--- src/hw/rtl/assert_macros.svh ---
// Assertion macros for the RTL that checks its own logic; the FIFO core includes them.
`ifndef ASSERT_MACROS_SVH
`define ASSERT_MACROS_SVH

// Checks that a property holds at every rising edge outside of reset.
`define ASSERT_ALWAYS(label, clk, rst_n, prop) \
    label: assert property (@(posedge clk) disable iff (!rst_n) (prop)) \
        else $error("assertion failed");

// Checks that a trigger is followed by a condition in the next cycle.
`define ASSERT_NEXT(label, clk, rst_n, trig, cond) \
    label: assert property (@(posedge clk) disable iff (!rst_n) (trig) |=> (cond)) \
        else $error("assertion failed");

`endif

--- src/hw/rtl/pdf_pkg.sv ---
// Package with the constants, codes and types of the priming delay FIFO.
package pdf_pkg;

    // Queue geometry.
    localparam int RING_SIZE   = 64;
    localparam int HANDLE_W    = 32;
    localparam int PTR_W       = $clog2(RING_SIZE);
    localparam int CNT_W       = $clog2(RING_SIZE + 1);

    // Configuration registers.
    localparam int CFG_W       = 7;
    localparam int CFG_IDX_W   = 2;
    localparam int CMP_W       = ((CNT_W > CFG_W) ? CNT_W : CFG_W) + 1;
    localparam int CAP_HEADROOM = 10;
    localparam logic [CFG_W-1:0] DELAY_TARGET_RESET = 7'd4;
    localparam logic [CFG_IDX_W-1:0] REG_DELAY_TARGET = 2'd0;
    localparam logic [CFG_IDX_W-1:0] REG_DEPTH_CAP    = 2'd1;

    // Operation codes.
    localparam logic [1:0] KIND_PUSH  = 2'd0;
    localparam logic [1:0] KIND_POP   = 2'd1;
    localparam logic [1:0] KIND_FLUSH = 2'd2;

    // Status codes.
    localparam logic [1:0] STATUS_OK         = 2'd0;
    localparam logic [1:0] STATUS_NOT_PRIMED = 2'd1;
    localparam logic [1:0] STATUS_UNDERRUN   = 2'd2;

    // Sequencer states.
    typedef enum logic {
        ST_IDLE,
        ST_EXEC
    } t_state;

endpackage

--- src/hw/rtl/pdf_ram.sv ---
// Generic single-write, single-read synchronous RAM with registered read data.
module pdf_ram #(
    parameter int DEPTH  = 64,
    parameter int WIDTH  = 32,
    parameter int ADDR_W = $clog2(DEPTH)
) (
    input  logic              i_clk,
    input  logic              i_wr_en,
    input  logic [ADDR_W-1:0] i_wr_addr,
    input  logic [WIDTH-1:0]  i_wr_data,
    input  logic              i_rd_en,
    input  logic [ADDR_W-1:0] i_rd_addr,
    output logic [WIDTH-1:0]  o_rd_data
);

    logic [WIDTH-1:0] r_mem [DEPTH];
    logic [WIDTH-1:0] r_rd_data;

    // Write port.
    always_ff @(posedge i_clk) begin
        if (i_wr_en) begin
            r_mem[i_wr_addr] <= i_wr_data;
        end
    end

    // Read port with registered read data.
    always_ff @(posedge i_clk) begin
        if (i_rd_en) begin
            r_rd_data <= r_mem[i_rd_addr];
        end
    end

    assign o_rd_data = r_rd_data;

endmodule

--- src/hw/rtl/priming_delay_fifo_core.sv ---
// Top level of the priming delay FIFO: sequencer, ring state and result register.
//
//   Channel  Direction  Handshake                 Payload
//   input    in         i_valid / o_ready         i_kind, i_block_handle
//   result   out        o_valid / i_ready         o_status ... o_pushed_total
//   config   in         i_cfg_valid / o_cfg_ready i_cfg_index, i_cfg_data
//
// An operation first takes the beat and reads the head entry from the entry memory;
// in the execute state the result is then computed and registered.
// A new beat is taken only in the idle state, once the previous operation has been registered.
// A stalled result holds in the output register; one more operation is taken and waits
// for it. Reset is synchronous and clears control state; the memory needs no clearing.
module priming_delay_fifo_core (
    input  logic                             i_clk,
    input  logic                             i_rst_n,
    input  logic                             i_valid,
    output logic                             o_ready,
    input  logic [1:0]                       i_kind,
    input  logic [pdf_pkg::HANDLE_W-1:0]     i_block_handle,
    output logic                             o_valid,
    input  logic                             i_ready,
    output logic [1:0]                       o_status,
    output logic [pdf_pkg::HANDLE_W-1:0]     o_out_handle,
    output logic                             o_evicted_valid,
    output logic [pdf_pkg::HANDLE_W-1:0]     o_evicted_handle,
    output logic [pdf_pkg::CNT_W-1:0]        o_fill_level,
    output logic                             o_is_primed,
    output logic [pdf_pkg::CNT_W-1:0]        o_flushed_count,
    output logic [31:0]                      o_dropped_total,
    output logic [31:0]                      o_underrun_total,
    output logic [31:0]                      o_pushed_total,
    input  logic                             i_cfg_valid,
    output logic                             o_cfg_ready,
    input  logic [pdf_pkg::CFG_IDX_W-1:0]    i_cfg_index,
    input  logic [pdf_pkg::CFG_W-1:0]        i_cfg_data
);

    // Sequencer and ring state.
    pdf_pkg::t_state                r_state, n_state;
    logic [pdf_pkg::PTR_W-1:0]      r_rd_ptr, n_rd_ptr;
    logic [pdf_pkg::PTR_W-1:0]      r_wr_ptr, n_wr_ptr;
    logic [pdf_pkg::CNT_W-1:0]      r_fill, n_fill;
    logic                           r_primed, n_primed;
    logic [31:0]                    r_drops, n_drops;
    logic [31:0]                    r_underruns, n_underruns;
    logic [31:0]                    r_pushes, n_pushes;
    logic [pdf_pkg::CFG_W-1:0]      r_delay_target;
    logic [pdf_pkg::CFG_W-1:0]      r_depth_cap;

    // Captured operation.
    logic [1:0]                     r_kind;
    logic [pdf_pkg::HANDLE_W-1:0]   r_handle;

    // Result register.
    logic                           r_out_valid, n_out_valid;
    logic [1:0]                     r_status, n_status;
    logic [pdf_pkg::HANDLE_W-1:0]   r_out_handle, n_out_handle;
    logic                           r_ev_valid, n_ev_valid;
    logic [pdf_pkg::HANDLE_W-1:0]   r_ev_handle, n_ev_handle;
    logic [pdf_pkg::CNT_W-1:0]      r_flushed, n_flushed;

    // Memory interface.
    logic                           w_in_take;
    logic                           w_wr_en;
    logic [pdf_pkg::HANDLE_W-1:0]   w_head;

    // Effective depth cap.
    logic [pdf_pkg::CMP_W-1:0]      w_cap_sum;
    logic [pdf_pkg::CMP_W-1:0]      w_cap_raw;
    logic [pdf_pkg::CMP_W-1:0]      w_cap;

    // Ring invariant used by the checks.
    logic                           w_ring_ok;

    assign w_in_take   = i_valid && o_ready;
    assign o_ready     = (r_state == pdf_pkg::ST_IDLE);
    assign o_cfg_ready = 1'b1;

    assign w_cap_sum = pdf_pkg::CMP_W'(r_delay_target) + pdf_pkg::CMP_W'(pdf_pkg::CAP_HEADROOM);
    assign w_cap_raw = (r_depth_cap == '0) ? w_cap_sum : pdf_pkg::CMP_W'(r_depth_cap);
    assign w_cap     = (w_cap_raw > pdf_pkg::CMP_W'(pdf_pkg::RING_SIZE))
                     ? pdf_pkg::CMP_W'(pdf_pkg::RING_SIZE) : w_cap_raw;

    // Entry memory; the head is read when a beat is taken.
    pdf_ram #(
        .DEPTH  (pdf_pkg::RING_SIZE),
        .WIDTH  (pdf_pkg::HANDLE_W),
        .ADDR_W (pdf_pkg::PTR_W)
    ) u_ram (
        .i_clk     (i_clk),
        .i_wr_en   (w_wr_en),
        .i_wr_addr (r_wr_ptr),
        .i_wr_data (r_handle),
        .i_rd_en   (w_in_take),
        .i_rd_addr (r_rd_ptr),
        .o_rd_data (w_head)
    );

    // Advances a ring pointer with wrap at the queue depth.
    function automatic logic [pdf_pkg::PTR_W-1:0] advance(input logic [pdf_pkg::PTR_W-1:0] p);
        if (p == pdf_pkg::PTR_W'(pdf_pkg::RING_SIZE - 1)) begin
            return '0;
        end
        return p + 1'b1;
    endfunction

    // Next state and result of the operation in the execute state.
    always_comb begin
        logic go;
        logic evict;
        logic [pdf_pkg::CNT_W-1:0] fill_mid;

        go       = 1'b0;
        evict    = 1'b0;
        fill_mid = r_fill;

        n_state      = r_state;
        n_rd_ptr     = r_rd_ptr;
        n_wr_ptr     = r_wr_ptr;
        n_fill       = r_fill;
        n_primed     = r_primed;
        n_drops      = r_drops;
        n_underruns  = r_underruns;
        n_pushes     = r_pushes;
        n_out_valid  = r_out_valid && !i_ready;
        n_status     = r_status;
        n_out_handle = r_out_handle;
        n_ev_valid   = r_ev_valid;
        n_ev_handle  = r_ev_handle;
        n_flushed    = r_flushed;
        w_wr_en      = 1'b0;

        case (r_state)
            pdf_pkg::ST_IDLE: begin
                if (w_in_take) begin
                    n_state = pdf_pkg::ST_EXEC;
                end
            end
            pdf_pkg::ST_EXEC: begin
                go = !r_out_valid || i_ready;
            end
            default: begin
                n_state = pdf_pkg::ST_IDLE;
            end
        endcase

        if (go) begin
            n_state      = pdf_pkg::ST_IDLE;
            n_out_valid  = 1'b1;
            n_status     = pdf_pkg::STATUS_OK;
            n_out_handle = '0;
            n_ev_valid   = 1'b0;
            n_ev_handle  = '0;
            n_flushed    = '0;
            case (r_kind)
                pdf_pkg::KIND_PUSH: begin
                    // Drop the oldest entry when the cap is reached.
                    evict = (pdf_pkg::CMP_W'(r_fill) >= w_cap) && (r_fill != '0);
                    if (evict) begin
                        n_ev_valid  = 1'b1;
                        n_ev_handle = w_head;
                        n_rd_ptr    = advance(r_rd_ptr);
                        n_drops     = r_drops + 32'd1;
                        fill_mid    = r_fill - 1'b1;
                    end
                    n_fill = fill_mid;
                    if (pdf_pkg::CMP_W'(fill_mid) < pdf_pkg::CMP_W'(pdf_pkg::RING_SIZE)) begin
                        w_wr_en  = 1'b1;
                        n_wr_ptr = advance(r_wr_ptr);
                        n_fill   = fill_mid + 1'b1;
                        n_pushes = r_pushes + 32'd1;
                        if (pdf_pkg::CMP_W'(fill_mid) + 1'b1 >= pdf_pkg::CMP_W'(r_delay_target)) begin
                            n_primed = 1'b1;
                        end
                    end
                end
                pdf_pkg::KIND_POP: begin
                    if (!r_primed) begin
                        n_status = pdf_pkg::STATUS_NOT_PRIMED;
                    end else if (r_fill == '0) begin
                        n_status    = pdf_pkg::STATUS_UNDERRUN;
                        n_underruns = r_underruns + 32'd1;
                        n_primed    = 1'b0;
                    end else begin
                        n_out_handle = w_head;
                        n_rd_ptr     = advance(r_rd_ptr);
                        n_fill       = r_fill - 1'b1;
                    end
                end
                pdf_pkg::KIND_FLUSH: begin
                    n_flushed = r_fill;
                    n_fill    = '0;
                    n_rd_ptr  = '0;
                    n_wr_ptr  = '0;
                    n_primed  = 1'b0;
                end
                default: begin
                    // Unused code: state is left as it is.
                end
            endcase
        end
    end

    // Control and counter registers.
    always_ff @(posedge i_clk) begin
        if (!i_rst_n) begin
            r_state        <= pdf_pkg::ST_IDLE;
            r_rd_ptr       <= '0;
            r_wr_ptr       <= '0;
            r_fill         <= '0;
            r_primed       <= 1'b0;
            r_drops        <= '0;
            r_underruns    <= '0;
            r_pushes       <= '0;
            r_out_valid    <= 1'b0;
            r_delay_target <= pdf_pkg::DELAY_TARGET_RESET;
            r_depth_cap    <= '0;
        end else begin
            r_state     <= n_state;
            r_rd_ptr    <= n_rd_ptr;
            r_wr_ptr    <= n_wr_ptr;
            r_fill      <= n_fill;
            r_primed    <= n_primed;
            r_drops     <= n_drops;
            r_underruns <= n_underruns;
            r_pushes    <= n_pushes;
            r_out_valid <= n_out_valid;
            if (i_cfg_valid && o_cfg_ready) begin
                if (i_cfg_index == pdf_pkg::REG_DELAY_TARGET) begin
                    r_delay_target <= i_cfg_data;
                end else if (i_cfg_index == pdf_pkg::REG_DEPTH_CAP) begin
                    r_depth_cap <= i_cfg_data;
                end
            end
        end
    end

    // Payload registers: captured beat and result fields.
    always_ff @(posedge i_clk) begin
        if (w_in_take) begin
            r_kind   <= i_kind;
            r_handle <= i_block_handle;
        end
        r_status     <= n_status;
        r_out_handle <= n_out_handle;
        r_ev_valid   <= n_ev_valid;
        r_ev_handle  <= n_ev_handle;
        r_flushed    <= n_flushed;
    end

    // Result beat; depth, flag and totals are the state after the operation.
    assign o_valid          = r_out_valid;
    assign o_status         = r_status;
    assign o_out_handle     = r_out_handle;
    assign o_evicted_valid  = r_ev_valid;
    assign o_evicted_handle = r_ev_handle;
    assign o_fill_level     = r_fill;
    assign o_is_primed      = r_primed;
    assign o_flushed_count  = r_flushed;
    assign o_dropped_total  = r_drops;
    assign o_underrun_total = r_underruns;
    assign o_pushed_total   = r_pushes;

    // While idle the write pointer leads the read pointer by the fill.
    assign w_ring_ok = (r_state != pdf_pkg::ST_IDLE)
                    || (pdf_pkg::PTR_W'(r_rd_ptr + r_fill) == r_wr_ptr)
                    || (pdf_pkg::RING_SIZE != (1 << pdf_pkg::PTR_W));

    // Checks on the ring state and the sequencer.
`include "assert_macros.svh"
    `ASSERT_ALWAYS(a_fill_bound, i_clk, i_rst_n, r_fill <= pdf_pkg::CNT_W'(pdf_pkg::RING_SIZE))
    `ASSERT_ALWAYS(a_ring_consistent, i_clk, i_rst_n, w_ring_ok)
    `ASSERT_NEXT(a_take_blocks, i_clk, i_rst_n, w_in_take, !o_ready)
    `ASSERT_NEXT(a_exec_done, i_clk, i_rst_n, (r_state == pdf_pkg::ST_EXEC) && (!r_out_valid || i_ready), o_valid && o_ready)

endmodule

--- config.mk ---
export PLATFORM = sky130hd
export DESIGN_NAME = priming_delay_fifo_core
export DESIGN_NICKNAME = d
export VERILOG_FILES = /design/src/hw/rtl/pdf_pkg.sv /design/src/hw/rtl/pdf_ram.sv /design/src/hw/rtl/priming_delay_fifo_core.sv
export VERILOG_INCLUDE_DIRS = /design/src /design/src/hw/rtl
export SDC_FILE = /design/constraint.sdc
export NUM_CORES = 2
export LEC_CHECK = 0
export BUFFER_PORTS_ARGS = -buffer_cell sky130_fd_sc_hd__buf_2
export CELL_PAD_IN_SITES_DETAIL_PLACEMENT = 1
export CELL_PAD_IN_SITES_GLOBAL_PLACEMENT = 1
export CORE_MARGIN = 10
export CORE_UTILIZATION = 45
export CTS_BUF_LIST = sky130_fd_sc_hd__clkbuf_4
export CTS_CLUSTER_DIAMETER = 150
export CTS_CLUSTER_SIZE = 14
export DETAILED_ROUTE_END_ITERATION = 16
export PLACE_DENSITY_LB_ADDON = 0.1
export SLEW_MARGIN = 10
export SYNTH_ARGS = -nofsm -noshare
export SYNTH_HDL_FRONTEND = slang
export SYNTH_SLANG_ARGS = --single-unit
--- constraint.sdc ---
create_clock -name i_clk -period 10.4 [get_ports i_clk]
set_input_delay 2.08 -clock i_clk [delete_from_list [all_inputs] [get_ports i_clk]]
set_output_delay 2.08 -clock i_clk [all_outputs]
set_load 0.01 [all_outputs]
==> flow_summary_export.csv <==
group,metric,value,unit
timing,tns,0,ns
drt,postRouteAntennaNets,0,
timing,fin_crit,6.25,ns
timing,fin_skew,0.0881,ns
synthesis,synth_area,89700,um2
setup_path,crit_slowest_cell,"nand3_1",
grt,grt-ovfl-total,0,
worst_hold_path,hp-class,"register to register",
timing,tightest_slew,1.25,ns
synthesis,synth_commonest_cells,"edfxtp_1 (2,188), mux4_2 (663), clkbuf_1 (136)",
setup_path,path_cells,"inv_1 > o21ai_0 > nand3_1 > o21bai_1 > a21oi_1 > nor2_1 > o21ai_0 > ha_1 > nand4_1 > o311ai_1 > buf_4 > a21boi_4 > nor3_1 > nand3_1 > nor2_4 > buf_4",
die,die-area,218000,um2
timing,final_max_slew_viol_count,0,
cts,cts_setup_buffers,0,
drt,routed_wl,248,mm
place,place.gp.congestion,0.800,
cts,path_clk_slew,0.16,ns
synthesis,synth_compound_area_share,1.03,%
cts,htreeDepth,4,
synthesis,syn_inst,4081,
synthesis,avgSynthCellArea,22.0,um2
synthesis,synth_top_area_share,73.2,%
die,row_count,163,
drt,vias_per_cell,6.07,
synthesis,ys_types,70,
drt,drt_pass1_iterations,5,
cts,cts_buffer_depth,3,
synthesis,ys_top_cells_by_area,"edfxtp_1 (73%), mux4_2 (17%), dfxtp_1 (2.9%)",
cts,cts_tree,"yes",
place,dpl_cell_area,94900,um2
die,die_w,467,um
synthesis,synth_xor_area_share,0.927,%
cts,cts_root_buffer,"clkbuf_4",
synthesis,syn_nets,4156,
timing,rsz0062_at_grt,"false",
drt,route.vias.total,43100,
run_status,status,"finished, final reports clean",
synthesis,synth_mux_area_share,16.9,%
setup_path,crit_path_start_kind,"register",
finish,fin_area,96700,um2
synthesis,synth_top_family_by_area,"multiplexers",
setup_path,slowest_delay,0.89,ns
grt,grt_max_degree,130,
cts,clock_latency,1.34,ns
drt,drc,0,
grt,first_global_vias,45200,
setup_path,critPathKind,"register to register",
drt,wl_per_cell,34.9,um
drt,drt_iter0_markers,5157,
die,dieHeight,467,um
power,irDropWorstVdd,0.100,mV
finish,drive_gt1_share,30.2,%
finish,nets,4486,
cts,ctsHoldBuffers,0,
place,port_buffers,227,
timing,hold_violations,0,
synthesis,synth-async-reset-ratio,0,%
timing,fin_crit_sh,60.1,%
place,dp_hpwl,147,mm
setup_path,cp_max_fo,22,
synthesis,synth-edff-count,2188,
synthesis,synth_top_area_cell,"edfxtp_1",
setup_path,required,11.32,ns
cts,cts_sinks,2320,
setup_path,cp-end-kind,"register",
grt,grt_antenna_before_repair,22,
synthesis,ys_warn_count,0,
cts,cts_resized,0,
flow_run,drv_cap,0,
timing,max_slew_margin,16.6,%
finish,areaGrowthSynthToFinish,7.76,%
cts,cts_buffers,183,
synthesis,synthFlopType,"edfxtp_1",
synthesis,synth-simple-area-share,3.51,%
synthesis,yosys.area_share.adder,0.377,%
synthesis,synth_most_common_cell,"edfxtp_1",
synthesis,synth-seq-cells,2320,
grt,grt_pass1_wl,354,mm
power,cellPowerDensity,153,nW/um2
die,initial_core_util,45.3,%
setup_path,critPathArrivalTime,7.17,ns
die,ios,229,
timing,setup_violations,0,
timing,max_freq,0.160,GHz
power,p_leak,29.2,nW
die,core_area,198000,um2
power,finalPower,14.8,mW
grt,grt_use_total,22.7,%
synthesis,ys_seq_area_share,76.2,%
setup_path,reg2reg_slack,4.15,ns
==> worst max-delay path, delay by kind of cell (launching register included) <==
kind / cells / cell delay, ns
AND/OR/NAND/NOR: 6 / 2.80
buffers and inverters: 3 / 0.95
adder cells (fa/ha/maj): 1 / 0.32
AO/OA/AOI/OAI: 6 / 1.31
flip-flops: 1 / 0.43
==> report_power, final <==
| part | internal [mW] | total, mW | switching (mW) |
|---|---|---|---|
| clock | 1.03 | 3.82 | 2.79 |
| combinational | 0.222 | 0.662 | 0.440 |
| sequential | 10.3 | 10.3 | 0.0319 |
==> final timing paths <==
path	endpoint	cells past startpoint	from
worst max-delay path	u_ram.r_mem[29][5]	16	r_delay_target[1]
worst min-delay path	o_pushed_total[31]	2	o_pushed_total[31]
worst max register to register	u_ram.r_mem[29][5]	16	r_delay_target[1]
worst min register to register	o_pushed_total[31]	2	o_pushed_total[31]
==> cells in the final DEF, fill, tap and decap left out, types with 18 or more instances in the layout <==
master    count
edfxtp_1   2188
mux4_2      663
buf_2       226
clkbuf_4    223
buf_4       130
dfxtp_1     126
and2_1      123
nand2_1      72
nor2_4       65
xnor2_1      50
and3_1       49
nand3_1      47
xor2_1       45
o21ai_0      43
nor2_1       42
nor2b_1      38
a21oi_1      29
ha_1         26
inv_1        23
mux2i_1      22
nand4_1      21
nor4_1       20
nor3_1       20
or3_1        18
==> layer usage <==
metal  part of all wire [%]  global-route usage (%)
met1                     43                    32.6
met2                     48                    36.5
met3                    6.7                    3.79
met4                    2.1                    5.20
met5                  0.012                       0
==> cell families (layout without fill, tap and decap cells) <==
kind of cell	count (synthesis)	count (layout)
adder cells (fa/ha/maj)	27	27
flip-flops	2320	2320
XOR/XNOR	95	95
AO/OA/AOI/OAI	143	143
other	1	10
buffers and inverters	240	617
multiplexers	685	685
AND/OR/NAND/NOR	570	570
==> stage by stage <==
step / hold WS, ns / utilization (%) / setup slack [ns] / cells
detailed placement: 0.475 / 48.0 / 4.22 / 6866
finish: 0.492 / 48.9 / 4.15 / 7107
global placement: 0.456 / 48.0 / 4.25 / 6866
CTS: 0.495 / 48.9 / 4.17 / 7098
global route: 0.513 / 48.9 / 3.66 / 7105
floorplan: 0.486 / - / 3.82 / 4081
==> registers in the layout (all words and copies together) (netlist names), 7 cells and up <==
register and flops:
r_depth_cap 7, r_handle 32, o_underrun_total 32, o_pushed_total 32
o_dropped_total 32, o_evicted_handle 32, o_flushed_count 7, r_delay_target 7
u_ram.r_mem 2048, u_ram.o_rd_data 32, o_fill_level 7, o_out_handle 32
==> cell type report <==
cell class	count	area, um2
clock inverters	9	91.3
multi-input cells	1521	20900
repair buffers	361	2210
fillers	17600	101000
flip-flops and latches	2320	68400
diodes	9	22.5
inverters	24	92.6
well taps	2640	3300
clock buffers	223	1670
No activity file was read; power rests on OpenSTA's default activity.
